**config.mk**
```make
export PLATFORM = sky130hd
export DESIGN_NAME = swm_cell
export DESIGN_NICKNAME = d
export VERILOG_FILES = /design/src/sv/sliding_window_minimum_top_assert.svh /design/src/sv/swm_pkg.sv /design/src/sv/swm_cell.sv
export SDC_FILE = /design/constraint.sdc
export NUM_CORES = 1
export LEC_CHECK = 0
export BUFFER_PORTS_ARGS = -buffer_cell sky130_fd_sc_hd__buf_2
export CORE_MARGIN = 3
export CORE_UTILIZATION = 50
export CTS_BUF_LIST = sky130_fd_sc_hd__clkbuf_8
export DETAILED_ROUTE_END_ITERATION = 7
export GPL_ROUTABILITY_DRIVEN = 0
export GPL_TIMING_DRIVEN = 0
export PLACE_DENSITY = 0.88
export SYNTH_ARGS = -nofsm -noshare
export SYNTH_HDL_FRONTEND = slang
export SYNTH_SLANG_ARGS = --single-unit
```
**constraint.sdc**
```tcl
create_clock -name clk -period 3.3 [get_ports clk]
set_input_delay 0.495 -clock clk [delete_from_list [all_inputs] [get_ports clk]]
set_output_delay 0.495 -clock clk [all_outputs]
set_load 0.05 [all_outputs]
```
**src/sv/sliding_window_minimum_top_assert.svh**
```systemverilog
// Assertion macros for the sliding window minimum block.
`ifndef SLIDING_WINDOW_MINIMUM_TOP_ASSERT_SVH
`define SLIDING_WINDOW_MINIMUM_TOP_ASSERT_SVH

`ifndef SYNTHESIS

// clocked check, off while reset is low
`define SWM_ASSERT(label, clk, rst_n, prop, msg) \
	label: assert property (@(posedge clk) disable iff (!rst_n) prop) else $error(msg);

// clocked check, also during reset
`define SWM_ASSERT_ALWAYS(label, clk, prop, msg) \
	label: assert property (@(posedge clk) prop) else $error(msg);

`else

`define SWM_ASSERT(label, clk, rst_n, prop, msg)
`define SWM_ASSERT_ALWAYS(label, clk, prop, msg)

`endif

`endif

```
**src/sv/swm_pkg.sv**
```systemverilog
// Shared types, constants and helpers of the sliding window minimum block.
`timescale 1ns / 1ps

package swm_pkg;

	localparam int SAMPLE_WIDTH   = 32;
	localparam int MAX_WINDOW_DEF = 64;
	localparam int CFG_WIDTH      = 7;

	typedef struct packed {
		logic signed [SAMPLE_WIDTH-1:0] sample;
		logic                           first_in_sequence;
		logic                           last_in_sequence;
	} swm_in_t;

	typedef struct packed {
		logic signed [SAMPLE_WIDTH-1:0] window_min;
		logic                           last_of_sequence;
	} swm_out_t;

	function automatic logic signed [SAMPLE_WIDTH-1:0] smin(
		input logic signed [SAMPLE_WIDTH-1:0] a,
		input logic signed [SAMPLE_WIDTH-1:0] b
	);
		return (a < b) ? a : b;
	endfunction

endpackage

```
**src/sv/swm_cell.sv**
```systemverilog
// One cell of the min chain: holds the minimum over its span of recent samples.
`timescale 1ns / 1ps

module swm_cell
	import swm_pkg::*;
(
	input  logic                           clk,
	input  logic                           en,
	input  logic signed [SAMPLE_WIDTH-1:0] sample,
	input  logic signed [SAMPLE_WIDTH-1:0] prev,
	output logic signed [SAMPLE_WIDTH-1:0] min_q
);

	// span grows by one over the neighbor's span
	always_ff @(posedge clk) begin
		if (en) begin
			min_q <= smin(sample, prev);
		end
	end

endmodule

```
# After elaboration in Yosys (flattened, before gate mapping)

Cells that the tools add are included.

Register bits after elaboration: 32
Output and inout bits: 32

Order comparisons: 1
Muxes and demuxes: 1

Operator list:

| kind                        | number |
|---|---|
| less-than comparator 32 bit | 1 |
| 2-to-1 mux 32 bit           | 1 |

# Logic depth before layout (Yosys ltp)

Depth after elaboration: 2
Mapped depth: 9

# Worst setup path before layout

OpenSTA, ideal clock, no wires.

Path type: input-to-reg
From: in prev[30]
To: reg min_q[10] (data pin)
Setup time: 0.260 ns
Data arrival time: 2.343 ns
Data required time: 3.040 ns
Slack: 0.697 ns
Stages on the path: 9
Buffers on the path: 1
Path through: inv_1 > ha_1 > nand4_1 > nor3_1 > a211oi_2 > o22ai_1 > a221oi_4 > buf_6 > mux2_4

Cells in the longest elaborated chain, start to end: 2

RTL lines:

| what                        | RTL line       | source |
|---|---|---|
| from (decl)                 | swm_cell.sv:10 | `input logic signed [SAMPLE_WIDTH-1:0] prev,` |
| less-than comparator 32 bit | swm_pkg.sv:25  | `return (a < b) ? a : b;` |
| 2-to-1 mux 32 bit           | swm_pkg.sv:25  |  |
| to (signal assigned)        | swm_cell.sv:17 | `min_q <= smin(sample, prev);` |
| to (decl)                   | swm_cell.sv:11 | `output logic signed [SAMPLE_WIDTH-1:0] min_q` |

Every way passes these cells.
A chain may end at the register's enable or synchronous reset.

# Worst setup path in the final report

From: in sample[19]
To: reg min_q[9] (data pin)

Cells in the longest elaborated chain, start to end: 2

RTL lines:

| what                        | RTL line      | source |
|---|---|---|
| from (decl)                 | swm_cell.sv:9 | `input logic signed [SAMPLE_WIDTH-1:0] sample,` |
| less-than comparator 32 bit | swm_pkg.sv:25 |  |
| 2-to-1 mux 32 bit           | swm_pkg.sv:25 |  |

Every way passes these cells.

==> run_summary.xml <==
<?xml version="1.0" encoding="UTF-8"?>
<metrics>
  <group name="logic_synthesis">
    <metric name="synth.yosys.warnings" unit="">0</metric>
    <metric name="synthArstFlopShare" unit="">0</metric>
    <metric name="synth.top_cells.by_area" unit="">sky130_fd_sc_hd__edfxtp_1 42%, sky130_fd_sc_hd__mux2_4 20%, sky130_fd_sc_hd__ha_1 17%, sky130_fd_sc_hd__inv_1 5.4%, sky130_fd_sc_hd__a21oi_1 3.1%</metric>
    <metric name="synth_edf_count" unit="">32</metric>
    <metric name="most_used_standard_cell_by_instance_count_after_synthesis" unit="">sky130_fd_sc_hd__inv_1</metric>
    <metric name="synthesis.nets" unit="">276</metric>
    <metric name="yosys_reg_bits" unit="">32</metric>
    <metric name="postSynth.topFlopCell" unit="">sky130_fd_sc_hd__edfxtp_1</metric>
    <metric name="yosysTopAreaCell" unit="">sky130_fd_sc_hd__edfxtp_1</metric>
    <metric name="netlist_area" unit="mm²">0.00228</metric>
    <metric name="synth_top_area_frac" unit="">0.422</metric>
    <metric name="postSynthAreaPerCell" unit="µm²">12.7</metric>
    <metric name="netlist_top_cells_count" unit="">33 x sky130_fd_sc_hd__inv_1, 32 x sky130_fd_sc_hd__edfxtp_1, 31 x sky130_fd_sc_hd__ha_1</metric>
    <metric name="ys_types" unit="">24</metric>
    <metric name="synthCells" unit="">179</metric>
    <metric name="yosysSeqAreaShare" unit="">0.422</metric>
  </group>
  <group name="sta">
    <metric name="worst_pin_slew" unit="ps">727</metric>
    <metric name="slew-limit-headroom" unit="">0.515</metric>
    <metric name="fin_ws" unit="ps">665</metric>
    <metric name="slew_violations" unit="">0</metric>
    <metric name="shortest_clock_period_the_worst_path_allows_after_layout" unit="ps">2640</metric>
    <metric name="achievable-frequency" unit="MHz">379</metric>
    <metric name="hold_viol_final" unit="">0</metric>
    <metric name="rsz_0062_raised_after_global_routing" unit="">false</metric>
    <metric name="aggregate_negative_setup_slack" unit="ps">0</metric>
    <metric name="timing.final.setup_violations" unit="">0</metric>
    <metric name="fin_crit_sh" unit="">0.799</metric>
  </group>
  <group name="finish">
    <metric name="final_area" unit="mm²">0.00291</metric>
    <metric name="largest-register" unit="">min_q</metric>
    <metric name="drive_gt1_frac" unit="">0.500</metric>
    <metric name="largest_register_ffs" unit="">32</metric>
    <metric name="layout_top_registers" unit="">min_q x32</metric>
    <metric name="fillers" unit="">335</metric>
    <metric name="num-nets-final" unit="">380</metric>
    <metric name="syn2layout_area_growth" unit="%">27.7</metric>
    <metric name="total_inserted_antenna_cells" unit="">0</metric>
    <metric name="post_layout_nonfiller_instances" unit="">334</metric>
  </group>
  <group name="setup_path">
    <metric name="critical_path.max_fanout" unit="">10</metric>
    <metric name="cp-endpoint" unit="">min_q[9]</metric>
    <metric name="timing.critical_path.to_type" unit="">flip-flop</metric>
    <metric name="startpoint_type" unit="">input pin</metric>
    <metric name="critical_path_class" unit="">in2reg</metric>
    <metric name="critical_path_required" unit="ps">3320</metric>
    <metric name="cp_data_arrival_time" unit="ps">2660</metric>
    <metric name="critical_path.startpoint" unit="">sample[19]</metric>
  </group>
  <group name="floorplan">
    <metric name="design.core.area" unit="mm²">0.00420</metric>
    <metric name="fp.dieW" unit="µm">73.5</metric>
    <metric name="die_area" unit="mm²">0.00540</metric>
    <metric name="floorplan.initialDensity" unit="">0.542</metric>
    <metric name="number_of_rows_created_at_floorplan" unit="">23</metric>
    <metric name="io_pins" unit="">98</metric>
    <metric name="die_height" unit="µm">73.5</metric>
  </group>
  <group name="global_route">
    <metric name="use_met1" unit="">0.208</metric>
    <metric name="grt_start_max_net_pins" unit="">33</metric>
    <metric name="groute.layer.met3.usage" unit="">0.0383</metric>
    <metric name="global_route.usage.met2" unit="">0.309</metric>
    <metric name="global_route.usage.total" unit="">0.176</metric>
    <metric name="grt_most_used_layer" unit="">met2</metric>
    <metric name="grt_antenna_before_repair" unit="">0</metric>
    <metric name="number_of_global_route_vias_before_repair" unit="">1613</metric>
    <metric name="first_pass_grt_wire_length" unit="µm">7250</metric>
    <metric name="grt_overflow_total" unit="">0</metric>
  </group>
  <group name="clocking">
    <metric name="maximum_level_of_the_cts_h_tree" unit="">2</metric>
    <metric name="cts_buffers" unit="">5</metric>
    <metric name="clock_tree.root_cell" unit="">sky130_fd_sc_hd__clkbuf_8</metric>
    <metric name="path_clk_slew" unit="ps">70</metric>
    <metric name="cts.path.max_buffers" unit="">2</metric>
    <metric name="post_cts_buffers" unit="">0</metric>
    <metric name="tritoncts" unit="">done</metric>
    <metric name="post_cts_resize_count" unit="">0</metric>
    <metric name="ctsHoldBuffers" unit="">0</metric>
    <metric name="clock-sinks" unit="">32</metric>
  </group>
  <group name="route">
    <metric name="ant_nets" unit="">0</metric>
    <metric name="vias" unit="">1703</metric>
    <metric name="wl_per_cell" unit="µm">13.9</metric>
    <metric name="drcViolationCount" unit="">0</metric>
    <metric name="vias_per_cell" unit="">5.10</metric>
    <metric name="detail_route.wirelength" unit="µm">4630</metric>
    <metric name="firstDrtPassIters" unit="">4</metric>
    <metric name="drt_iter0_drc" unit="">48</metric>
  </group>
  <group name="outcome">
    <metric name="outcome" unit="">finished, final reports clean</metric>
  </group>
  <group name="placement">
    <metric name="dpl.cell_count" unit="">326</metric>
    <metric name="dpl_cell_area" unit="mm²">0.00283</metric>
    <metric name="hpwlAfterDp" unit="µm">3910</metric>
    <metric name="buffer_ports.inserted" unit="">97</metric>
    <metric name="place_ws" unit="ps">336</metric>
  </group>
  <group name="power_and_ir_drop">
    <metric name="power_after_layout" unit="mW">1.33</metric>
    <metric name="worst_ir_drop_vdd" unit="µV">224</metric>
    <metric name="p_leak" unit="nW">1.52</metric>
    <metric name="power_per_cell_area" unit="mW/mm²">457</metric>
  </group>
  <group name="hold_path">
    <metric name="worst_hold_path_type" unit="">in2reg</metric>
  </group>
  <group name="flow_run">
    <metric name="timing.max_cap.violations" unit="">0</metric>
  </group>
</metrics>
[routing by layer]
| layer | vias up | wire length [µm] | part of all wire |
|---|---|---|---|
| met1 | 771 | 1870 | 0.40 |
| met5 | - | 0 | 0 |
| met4 | 0 | 87 | 0.019 |
| met2 | 57 | 2380 | 0.51 |
| met3 | 8 | 288 | 0.062 |
| li1 | 867 | - | - |
[cell families after synthesis]
logic type                 Yosys count  share of synthesized area
buffers and inverters               36                     0.0692
AOI/OAI and AO/OA                   28                     0.0868
muxes                               32                      0.208
DFF                                 32                      0.422
and+or+nand+nor                     20                     0.0440
adders and majority gates           31                      0.170
[how the worst min path moves through the flow]
| stage | slack (ps) | from | to | depth (start not counted) |
|---|---|---|---|---|
| detailed placement | 810 | sample[0] | min_q[0] | 2 |
| floorplan | 610 | en | min_q[0] | 0 |
| global placement | 810 | sample[0] | min_q[0] | 2 |
| global route | 530 | prev[27] | min_q[27] | 2 |
| finish | 530 | prev[30] | min_q[30] | 2 |
| CTS | 530 | prev[30] | min_q[30] | 2 |
[where the power goes]
| group | total [mW] | internal (mW) | switching, mW |
|---|---|---|---|
| registers | 0.521 | 0.511 | 0.00984 |
| clock network | 0.279 | 0.143 | 0.136 |
| logic | 0.529 | 0.205 | 0.324 |
| total | 1.33 | 0.859 | 0.470 |
[area by class of cell]
class | instances | area [µm²] | share of cell area
buffer | 3 | 33.8 | 0.0116
sequential | 32 | 961 | 0.330
clock inverter | 3 | 13.8 | 0.00473
tap | 50 | 62.6 | 0.0215
timing repair buffer | 97 | 485 | 0.167
clock buffer | 5 | 68.8 | 0.0237
inverter | 33 | 124 | 0.0426
multi-input combinational | 111 | 1160 | 0.398
[worst max-delay path: stages]
cell                       delay, ps
sky130_fd_sc_hd__buf_2           110
sky130_fd_sc_hd__ha_1            330
sky130_fd_sc_hd__a21oi_1         160
sky130_fd_sc_hd__o21ai_0         130
sky130_fd_sc_hd__a211oi_2        340
sky130_fd_sc_hd__o22ai_1         190
sky130_fd_sc_hd__a221oi_4        340
sky130_fd_sc_hd__buf_6           240
sky130_fd_sc_hd__mux2_4          320
[per-stage QoR]
step,utilization,hold WS [ps]
finish,0.692,533
global route,0.692,529
CTS,0.692,527
detailed placement,0.672,813
global placement,0.672,809
floorplan,-,607
[layout by cell type (no fill, tap or decap)]
master                     instances
sky130_fd_sc_hd__a21o_1            1
sky130_fd_sc_hd__nand2_1           6
sky130_fd_sc_hd__o22ai_1           1
sky130_fd_sc_hd__ha_1             31
sky130_fd_sc_hd__clkbuf_8          5
sky130_fd_sc_hd__o21ai_0           5
sky130_fd_sc_hd__o41ai_2           1
sky130_fd_sc_hd__mux2_2            2
sky130_fd_sc_hd__a31oi_1           1
sky130_fd_sc_hd__o311a_1           1
sky130_fd_sc_hd__nor2_1            2
sky130_fd_sc_hd__a221oi_4          1
sky130_fd_sc_hd__nand2b_1          1
sky130_fd_sc_hd__buf_2            97
sky130_fd_sc_hd__clkinv_2          2
sky130_fd_sc_hd__nand3_1           3
sky130_fd_sc_hd__edfxtp_1         32
sky130_fd_sc_hd__a221oi_1          1
sky130_fd_sc_hd__inv_1            33
sky130_fd_sc_hd__a211o_1           1
sky130_fd_sc_hd__mux2_4           30
sky130_fd_sc_hd__clkinv_1          1
sky130_fd_sc_hd__nand4_1           6
sky130_fd_sc_hd__a21oi_1          14
sky130_fd_sc_hd__a211oi_2          1
sky130_fd_sc_hd__nor3_1            1
sky130_fd_sc_hd__nor4_1            1
sky130_fd_sc_hd__buf_6             3
Power figures use the tool's default switching activity.
