### config.mk
export PLATFORM = sky130hd
export DESIGN_NAME = swm_out_buf
export DESIGN_NICKNAME = d
export VERILOG_FILES = /design/src/sv/swm_pkg.sv /design/src/sv/swm_out_buf.sv
export VERILOG_INCLUDE_DIRS = /design/src /design/src/sv
export SDC_FILE = /design/constraint.sdc
export NUM_CORES = 1
export LEC_CHECK = 0
export BUFFER_PORTS_ARGS = -buffer_cell sky130_fd_sc_hd__buf_2
export CORE_ASPECT_RATIO = 0.8
export CORE_MARGIN = 1.5
export CORE_UTILIZATION = 50
export CTS_CLUSTER_DIAMETER = 50
export DETAILED_ROUTE_END_ITERATION = 7
export PLACE_DENSITY = 0.82
export SYNTH_ARGS = -nofsm -noshare
export SYNTH_HDL_FRONTEND = slang
export SYNTH_SLANG_ARGS = --single-unit
### constraint.sdc
create_clock -name clk -period 3.8 [get_ports clk]
set_input_delay 0.19 -clock clk [delete_from_list [all_inputs] [get_ports clk]]
set_output_delay 0.19 -clock clk [all_outputs]
set_load 0.1 [all_outputs]
### src/sv/sliding_window_minimum_top_assert.svh
// Assertion macros for the sliding window minimum block.
`ifndef SLIDING_WINDOW_MINIMUM_TOP_ASSERT_SVH
`define SLIDING_WINDOW_MINIMUM_TOP_ASSERT_SVH

`ifndef SYNTHESIS

// clocked check, off while reset is low
`define SWM_ASSERT(label, clk, rst_n, prop, msg) \
	label: assert property (@(posedge clk) disable iff (!rst_n) prop) else $error(msg);

// clocked check, also during reset
`define SWM_ASSERT_ALWAYS(label, clk, prop, msg) \
	label: assert property (@(posedge clk) prop) else $error(msg);

`else

`define SWM_ASSERT(label, clk, rst_n, prop, msg)
`define SWM_ASSERT_ALWAYS(label, clk, prop, msg)

`endif

`endif

### src/sv/swm_pkg.sv
// Shared types, constants and helpers of the sliding window minimum block.
`timescale 1ns / 1ps

package swm_pkg;

	localparam int SAMPLE_WIDTH   = 32;
	localparam int MAX_WINDOW_DEF = 64;
	localparam int CFG_WIDTH      = 7;

	typedef struct packed {
		logic signed [SAMPLE_WIDTH-1:0] sample;
		logic                           first_in_sequence;
		logic                           last_in_sequence;
	} swm_in_t;

	typedef struct packed {
		logic signed [SAMPLE_WIDTH-1:0] window_min;
		logic                           last_of_sequence;
	} swm_out_t;

	function automatic logic signed [SAMPLE_WIDTH-1:0] smin(
		input logic signed [SAMPLE_WIDTH-1:0] a,
		input logic signed [SAMPLE_WIDTH-1:0] b
	);
		return (a < b) ? a : b;
	endfunction

endpackage

### src/sv/swm_out_buf.sv
// Two-entry output buffer: result register plus skid slot.
`timescale 1ns / 1ps

`include "sliding_window_minimum_top_assert.svh"

module swm_out_buf
	import swm_pkg::*;
(
	input  logic     clk,
	input  logic     arst_n,
	input  logic     push,
	input  swm_out_t push_data,
	output logic     full,
	output logic     out_valid,
	input  logic     out_stall,
	output swm_out_t out_data
);

	logic     out_valid_q;
	logic     skid_valid_q;
	swm_out_t out_q;
	swm_out_t skid_q;
	logic     pop;
	logic     load_out;
	logic     load_skid;

	assign pop       = out_valid_q & ~out_stall;
	assign load_out  = push & ~skid_valid_q & (~out_valid_q | pop);
	assign load_skid = push & ~skid_valid_q & out_valid_q & ~pop;

	always_ff @(posedge clk or negedge arst_n) begin
		if (!arst_n) begin
			out_valid_q  <= 1'b0;
			skid_valid_q <= 1'b0;
		end else begin
			if (skid_valid_q) begin
				if (pop) begin
					skid_valid_q <= 1'b0;
				end
			end else if (load_skid) begin
				skid_valid_q <= 1'b1;
			end else if (load_out) begin
				out_valid_q <= 1'b1;
			end else if (pop) begin
				out_valid_q <= 1'b0;
			end
		end
	end

	always_ff @(posedge clk) begin
		if (skid_valid_q && pop) begin
			out_q <= skid_q;
		end else if (load_out) begin
			out_q <= push_data;
		end
		if (load_skid) begin
			skid_q <= push_data;
		end
	end

	assign full      = skid_valid_q;
	assign out_valid = out_valid_q;
	assign out_data  = out_q;

	`SWM_ASSERT(a_skid_needs_out, clk, arst_n, skid_valid_q |-> out_valid_q, "skid full with output empty")
	`SWM_ASSERT(a_no_push_full, clk, arst_n, push |-> !skid_valid_q, "request pushed into full buffer")
	`SWM_ASSERT(a_skid_drains, clk, arst_n, skid_valid_q && pop |=> out_valid_q && !skid_valid_q, "skid did not drain")
	`SWM_ASSERT_ALWAYS(a_reset_empty, clk, !arst_n |=> !out_valid_q || arst_n, "buffer not empty after reset")

endmodule

# After elaboration in Yosys (flattened, before gate mapping)
# Index checks and enable logic that the tools add are counted.
[totals]
register_bits = 68
input_bits = 37
out_inout_bits = 35
[op_classes]
n_mux = 7
n_bitwise = 11
n_reduce_logical = 4
[op_table]
columns = ["cell", "n"]
rows = [
  ["$mux W33", 2],
  ["$and A1 B1 Y1", 5],
  ["$mux W1", 5],
  ["$not A1 Y1", 5],
  ["$reduce_bool A2 Y1", 2],
  ["$reduce_and A3 Y1", 1],
  ["$logic_and A1 B1 Y1", 1],
  ["$or A1 B1 Y1", 1],
]

# Longest topological paths before layout
# Gate-level depths: netlist of the first run.
[logic_depth]
depth_word = 6
depth_mapped = 3
mapped_depth_nobuf = 2

# Worst setup path before layout of the first run
# OpenSTA, ideal clock, no wires.
[synth_path]
path_type = "reg-to-reg"
from = "reg skid_valid_q (netlist: full)"
to = "reg out_q, in the netlist out_data[0] (enable)"
setup_ns = 0.474
arrival_ns = 3.577
required_ns = 3.326
setup_slack_ns = -0.251
path_stages_with_launch = 3
path_buffers = 0
path_cell_list = "dfrtp_1 nand2b_1 a21boi_0"
[synth_between]
elab_chain_cells = 4
elab_cells_between_ends = 5
classes_between = "bitwise (3); reduce/logical (2)"
[synth_lines]
columns = ["element", "line_no", "text"]
rows = [
  ["start, declared", "swm_out_buf.sv:20", "logic skid_valid_q;"],
  ["start signal, assigned", "swm_out_buf.sv:34", "skid_valid_q <= 1'b0;"],
  ["start signal, assigned", "swm_out_buf.sv:38", "skid_valid_q <= 1'b0;"],
  ["start signal, assigned", "swm_out_buf.sv:41", "skid_valid_q <= 1'b1;"],
  ["$not A1 Y1 (no line)", "--", ""],
  ["$and A1 B1 Y1 (2 in a row)", "swm_out_buf.sv:28", "assign load_out = push & ~skid_valid_q & (~out_valid_q | pop);"],
  ["$reduce_bool A2 Y1 (no line) *", "--", ""],
  ["end signal, assigned", "swm_out_buf.sv:52", "out_q <= skid_q;"],
  ["end signal, assigned", "swm_out_buf.sv:54", "out_q <= push_data;"],
  ["end, declared", "swm_out_buf.sv:21", "swm_out_t out_q;"],
]
# Mark *: on every way between the ends. The rest lies on a longest branch, timed or not.
# A chain may end at the register's enable or synchronous reset.

# Worst setup path after layout of the first run
[layout_path]
from = "reg skid_valid_q (netlist: full)"
to = "reg out_q, in the netlist out_data[16] (enable)"
# The elaborated chain is that of the path after synthesis.

==> results of run 1 <==
==> Yosys cell counts, drive strengths merged <==
| library cell | instances |
|---|---|
| mux2 | 33 |
| dfrtp | 2 |
| edfxtp | 66 |
| nand2 | 3 |
| inv | 1 |
| a21boi | 1 |
| nand2b | 1 |
| nand3b | 1 |
| nor2 | 1 |
| a21oi | 2 |
| buf | 3 |
| o21ai | 1 |
==> kinds of logic after synthesis <==
logic type / synth area share (%)
AOI/OAI and AO/OA: 0.8604
muxes: 18.50
DFF: 77.63
and+or+nand+nor: 1.577
buffers and inverters: 1.434
==> worst max-delay path by stage <==
| stage | from | to | slack (ns) | cells past startpoint |
|---|---|---|---|---|
| floorplan | full | out_data[0] | 0.62 | 2 |
| global placement | full | out_data[13] | 1.89 | 2 |
| detailed placement | full | out_data[16] | 1.81 | 2 |
| CTS | full | out_data[16] | 1.80 | 2 |
| global route | full | out_data[12] | 1.67 | 2 |
| finish | full | out_data[16] | 1.81 | 2 |
==> area by class of cell <==
type | count | area [sq um] | area share [%]
repair buffers | 72 | 365.4 | 11.29
flip-flops and latches | 68 | 2032 | 62.78
well taps | 62 | 77.57 | 2.397
clock inverters | 7 | 67.56 | 2.087
inverters | 1 | 3.754 | 0.1160
clock buffers | 9 | 123.9 | 3.827
multi-input cells | 43 | 566.8 | 17.51
==> state kept, by name, indices dropped and copies added (netlist names) <==
| signal | flops |
|---|---|
| out_valid | 1 |
| full | 1 |
| skid_q | 33 |
| out_data | 33 |
==> per-stage QoR <==
| step | cells | worst slack, ns |
|---|---|---|
| 3_5_place_dp | 245 | 1.807 |
| 4_1_cts | 262 | 1.802 |
| 5_1_grt | 262 | 1.672 |
| 3_3_place_gp | 245 | 1.887 |
| 6_report | 262 | 1.807 |
| 2_1_floorplan | 115 | 0.6207 |
==> worst max-delay path, stage by stage, from the launching register on <==
cell and delay [ns]:
dfrtp_1 0.46, nand2b_1 0.28, a21boi_4 0.85
==> layer usage <==
layer  up-vias  GRT usage [%]  routed length [microns]
li1        614              -                        -
met1       626          18.90                     1916
met2        47          24.80                     1899
met3         2          7.824                      264
met4         0          4.508                        8
met5         -              0                        0
==> key figures, run 1 <==
STA
  – Slew HR: just under 30%
  – Tmin final: 1.993 ns
  – Worst-Margin Slew: about 1.1 ns
  – Fin. max-slew vios: 0
  – # setup viols final: 0
  – Max Clock Freq: ~500 MHz
  – Final hold violations: 0
  – Hold WS: ~0.044 ns
  – Final setup TNS: 0 ns
  – Final worst-path cycle share: 52.45%
  – Worst Skew: 0.01288 ns
  – RSZ-0062 raised after global routing: no

Floorplanning
  – Die Height: just under 70 microns
  – I/O pin cnt: 72
  – Die Width: 83.90 microns
  – Core area: around 0.0050 sq mm
  – Die footprint: ~0.0057 sq mm
  – Num rows: 23
  – Initial Util: roughly half

GRT
  – First-pass GRT wire length: 6348 microns
  – Total grt overflow: 0
  – Largest net degree at the start of global routing: 34
  – Initial antenna violation count: 0
  – Vias in the first global route: roughly 1300
  – All-Layer GR Usage: 15.51%

Clock tree
  – Hold_buf cts: 1
  – CTS H-tree depth: 3
  – Root buffer cell: clkbuf_8
  – Post-CTS Resized: 0
  – CTS Buffer Depth: 2
  – Post-CTS Setup Inserts: 0
  – CTS tree: yes
  – TritonCTS Buffers: 9
  – Clock slew at reported path FFs: approximately 0.08 ns
  – Clk sink count: just under 70
  – Clk_lat worst skew: roughly 0.34 ns

Drt
  – Final wirelength: ~4100 microns
  – DR vias/cell: ~5
  – DR iter-0 viols: 90
  – Number of routed nets with antenna violations: 0
  – DRC Markers: 0
  – Wire length per cell: roughly 16 microns
  – Via count: around 1300
  – Drt pass-1 iters: 4

Layout
  – Fraction of layout cells with a size suffix above 1: a little over 60%
  – Core Util, Final: approximately 64%
  – Layout Area Growth over Synthesis: 23.66%
  – Commonest non-fill, non-tap cells in the layout: buf_2 (71), edfxtp_1 (66), mux2_4 (30)
  – Final Instance Area: between 0.003 and 0.004 sq mm
  – Nets@finish: ~230
  – Antenna Cells: 0
  – FILL cells: 360
  – Commonest non-fill, non-tap cell in the layout: buf_2

Synthesis
  – Synthesized flop and latch total: just under 70
  – Net Count, Synth: roughly 150
  – Distinct cell type count after synthesis: 13
  – Mapped cell area: 0.002618 sq mm
  – Leading area contributor after synthesis: edfxtp_1
  – Yosys top cell area share: about three quarters
  – Synth Instances: between 100 and 150
  – Ranking of synthesized cells by area: edfxtp_1 (76%), mux2_4 (17%), dfrtp_1 (1.9%)
  – Synth warn: 0
  – Syn Area/Cell: ~23 sq um
  – Sequential area share after synthesis: between 70 and 80%

Flow run
  – Max-cap violations: 0

Critical path
  – Startpoint types: flop
  – Max FO, Critical Path: 33
  – WS Path Type: flop to flop
  – CP Capture Type: flop
  – RR Endpoint: out_data[16]
  – WP data required: 3.75 ns
  – Reg2reg path depth: 2
  – R2R Path Start: full
  – WP data arrival: 1.94 ns
  – R2r setup slk: 1.81 ns

Worst hold path
  – Hold-critical path endpoint: skid_q[3]
  – Worst min path class: input port to flop
  – WHS Path Cells: 1
  – HP Start: push_data[3]

Place
  – Gpl congestion: 0.7427
  – I/O Buffers: slightly above 70
  – DP Area: between 0.003 and 0.004 sq mm

Status
  – Status: completed
Power of run 1 is left out: the tool's default activity adds up to more than one toggle a clock period on the data nets, which glitch-free logic cannot reach.
==> run 2: changes to the inputs <==
CORE_UTILIZATION = 46   (was 50)
PLACE_DENSITY = 0.79   (was 0.82)
clock period = 1.69 ns   (was 3.8 ns; I/O delays follow)
==> key figures, run 2 (synthesis gave the netlist of run 1 again) <==
STA
  – Tmin final: 1.475 ns (was 1.993 ns)
  – RSZ-0062 raised after global routing: no (unchanged)
  – Max Clock Freq: 678.0 MHz (was 501.8 MHz)
  – Final worst-path cycle share: 87.27% (was 52.45%)
  – Worst Skew: 0.002913 ns (was 0.01288 ns)
  – Slew HR: 67.01% (was 29.04%)
  – Worst-Margin Slew: 0.4983 ns (was 1.062 ns)
  – Post-layout worst setup margin: 0.2151 ns (was 1.807 ns)
  – Final hold violations: 0 (unchanged)
  – Fin. max-slew vios: 0 (unchanged)
  – # setup viols final: 0 (unchanged)

GRT
  – Total grt overflow: 0 (unchanged)
  – Largest net degree at the start of global routing: 34 (unchanged)
  – All-Layer GR Usage: 16.30% (was 15.51%)
  – Vias in the first global route: 1547 (was 1309)
  – Initial antenna violation count: 0 (unchanged)
  – First-pass GRT wire length: 7086 microns (was 6348 microns)

Floorplanning
  – Die Height: 70.47 microns (was 67.72 microns)
  – I/O pin cnt: 72 (unchanged)
  – Core area: 0.005465 sq mm (was 0.005036 sq mm)
  – Die Width: 87.34 microns (was 83.90 microns)
  – Num rows: 24 (was 23)
  – Initial Util: 47.89% (was 51.98%)
  – Die footprint: 0.006155 sq mm (was 0.005681 sq mm)

Clock tree
  – Clock slew at reported path FFs: 0.07 ns (was 0.08 ns)
  – CTS tree: yes (unchanged)
  – TritonCTS Buffers: 9 (unchanged)
  – Post-CTS Setup Inserts: 0 (unchanged)
  – Hold_buf cts: 35 (was 1)
  – CTS Buffer Depth: 2 (unchanged)
  – Clk_lat worst skew: 0.34 ns (about the same)
  – Root buffer cell: clkbuf_8 (unchanged)
  – Post-CTS Resized: 0 (unchanged)
  – CTS H-tree depth: 3 (unchanged)
  – Clk sink count: 68 (unchanged)

Place
  – DP Area: 0.003166 sq mm (was 0.003035 sq mm)
  – Gpl congestion: 0.6652 (was 0.7427)
  – Post-detail-place hpwl: between 2000 and 3000 microns
  – Post-place setup slack: 0.2128 ns (was 1.807 ns)
  – I/O Buffers: 71 (unchanged)
  – Placed Instances: 267 (was 245)

Critical path
  – Max FO, Critical Path: 13 (was 33)
  – WP data arrival: 1.57 ns (was 1.94 ns)
  – CP max stage cell: dfrtp_4 (was a21boi_4)
  – Critical path's largest stage delay: 0.52 ns (was 0.85 ns)
  – R2r setup slk: 0.22 ns (was 1.81 ns)
  – Buf/Inv on CP: 1 (was 0)
  – CP Capture Type: flop (unchanged)
  – Reg2reg path depth: 3 (was 2)
  – Startpoint types: flop (unchanged)
  – Cells along the critical path: nand3b_4 -> buf_12 -> mux2_4 (was nand2b_1 -> a21boi_4)
  – WP data required: 1.78 ns (was 3.75 ns)
  – RR Endpoint: out_data[14] (was out_data[16])
  – R2R Path Start: out_valid (was full)
  – WS Path Type: flop to flop (unchanged)
  – Crit-path leading delay family: flip-flops (was compound AO/OA/AOI/OAI gates)

Layout
  – Final Instance Area: 0.003764 sq mm (was 0.003237 sq mm)
  – Non-Filler Instances: 318 (was 262)
  – Antenna Cells: 0 (unchanged)
  – Nets@finish: 272 (was 232)
  – Commonest non-fill, non-tap cell in the layout: buf_2 (unchanged)
  – Commonest non-fill, non-tap cells in the layout: buf_2 (71), edfxtp_1 (66), dlygate4sd3_1 (35) (was buf_2 (71), edfxtp_1 (66), mux2_4 (30))
  – Fraction of layout cells with a size suffix above 1: 55.00% (was 61.00%)
  – FILL cells: 396 (was 360)
  – Layout Area Growth over Synthesis: 43.79% (was 23.66%)

Drt
  – DR vias/cell: 4.484 (was 4.920)
  – Drt pass-1 iters: 4 (unchanged)
  – DR iter-0 viols: 64 (was 90)
  – Number of routed nets with antenna violations: 0 (unchanged)
  – Wire length per cell: 14.32 microns (was 15.60 microns)
  – DRC Markers: 0 (unchanged)
  – Via count: 1426 (was 1289)
  – Final wirelength: 4553 microns (was 4087 microns)

Status
  – Status: completed (unchanged)

Flow run
  – Max-cap violations: 0 (unchanged)

Worst hold path
  – WHS Path Cells: 3 (was 1)
  – HP Start: push (was push_data[3])
  – Worst min path class: input port to flop (unchanged)
  – Hold-critical path endpoint: out_valid (was skid_q[3])
-- run 2: cell types whose count changed in the layout (fill, tap and decap cells not counted), sizes merged --
cell,change
inv,+1
clkinvlp,-1
clkinv,-2
dlygate4sd3,+34
buf,+6
bufinv,+2
-- run 2: routing by layer --
metal  track usage [%]  vias up  wire (microns)
li1                  -      693               -
met1             16.39      681            1718
met2             28.72       43            2524
met3             7.210        9             228
met4             7.231        0              82
met5                 0        -               0
-- run 2: how the worst max path moves through the flow --
| stage | depth (start not counted) | from | slack (ns) | endpoint |
|---|---|---|---|---|
| finish | 3 | out_valid | 0.22 | out_data[14] |
| global route | 3 | out_valid | 0.16 | out_data[21] |
| CTS | 3 | out_valid | 0.20 | out_data[10] |
| detailed placement | 3 | out_valid | 0.21 | out_data[21] |
| global placement | 3 | out_valid | 0.24 | out_data[16] |
| floorplan | 2 | full | -0.18 | out_data[0] |
-- run 2: area by class of cell --
type                            count  area [sq um]  share of cell area, %
Clock buffer                        9         123.9                  3.291
Timing Repair Buffer              112         800.8                  21.28
Tap cell                           78         97.59                  2.593
Clock inverter                      7         123.9                  3.291
Sequential cell                    68          2039                  54.19
Inverter                            1         3.754                0.09973
Multi-Input combinational cell     43         574.3                  15.26
-- run 2: tightest hold or removal path, cell delays in order --
cell,delay (ns)
buf_2,0.12
nand2b_4,0.08
nand2_1,0.06
-- run 2: per-stage QoR --
stage | util (%) | hold WS, ns | setup TNS [ns]
final | 68.86 | 0.04143 | 0
after global routing | 68.86 | 0.03173 | 0
after CTS | 68.86 | 0.02719 | 0
after detailed placement | 57.92 | -0.1290 | 0
after global placement | 57.92 | -0.1311 | 0
after floorplan | - | -0.2111 | -7.790
Power of run 2 is left out for the same reason.
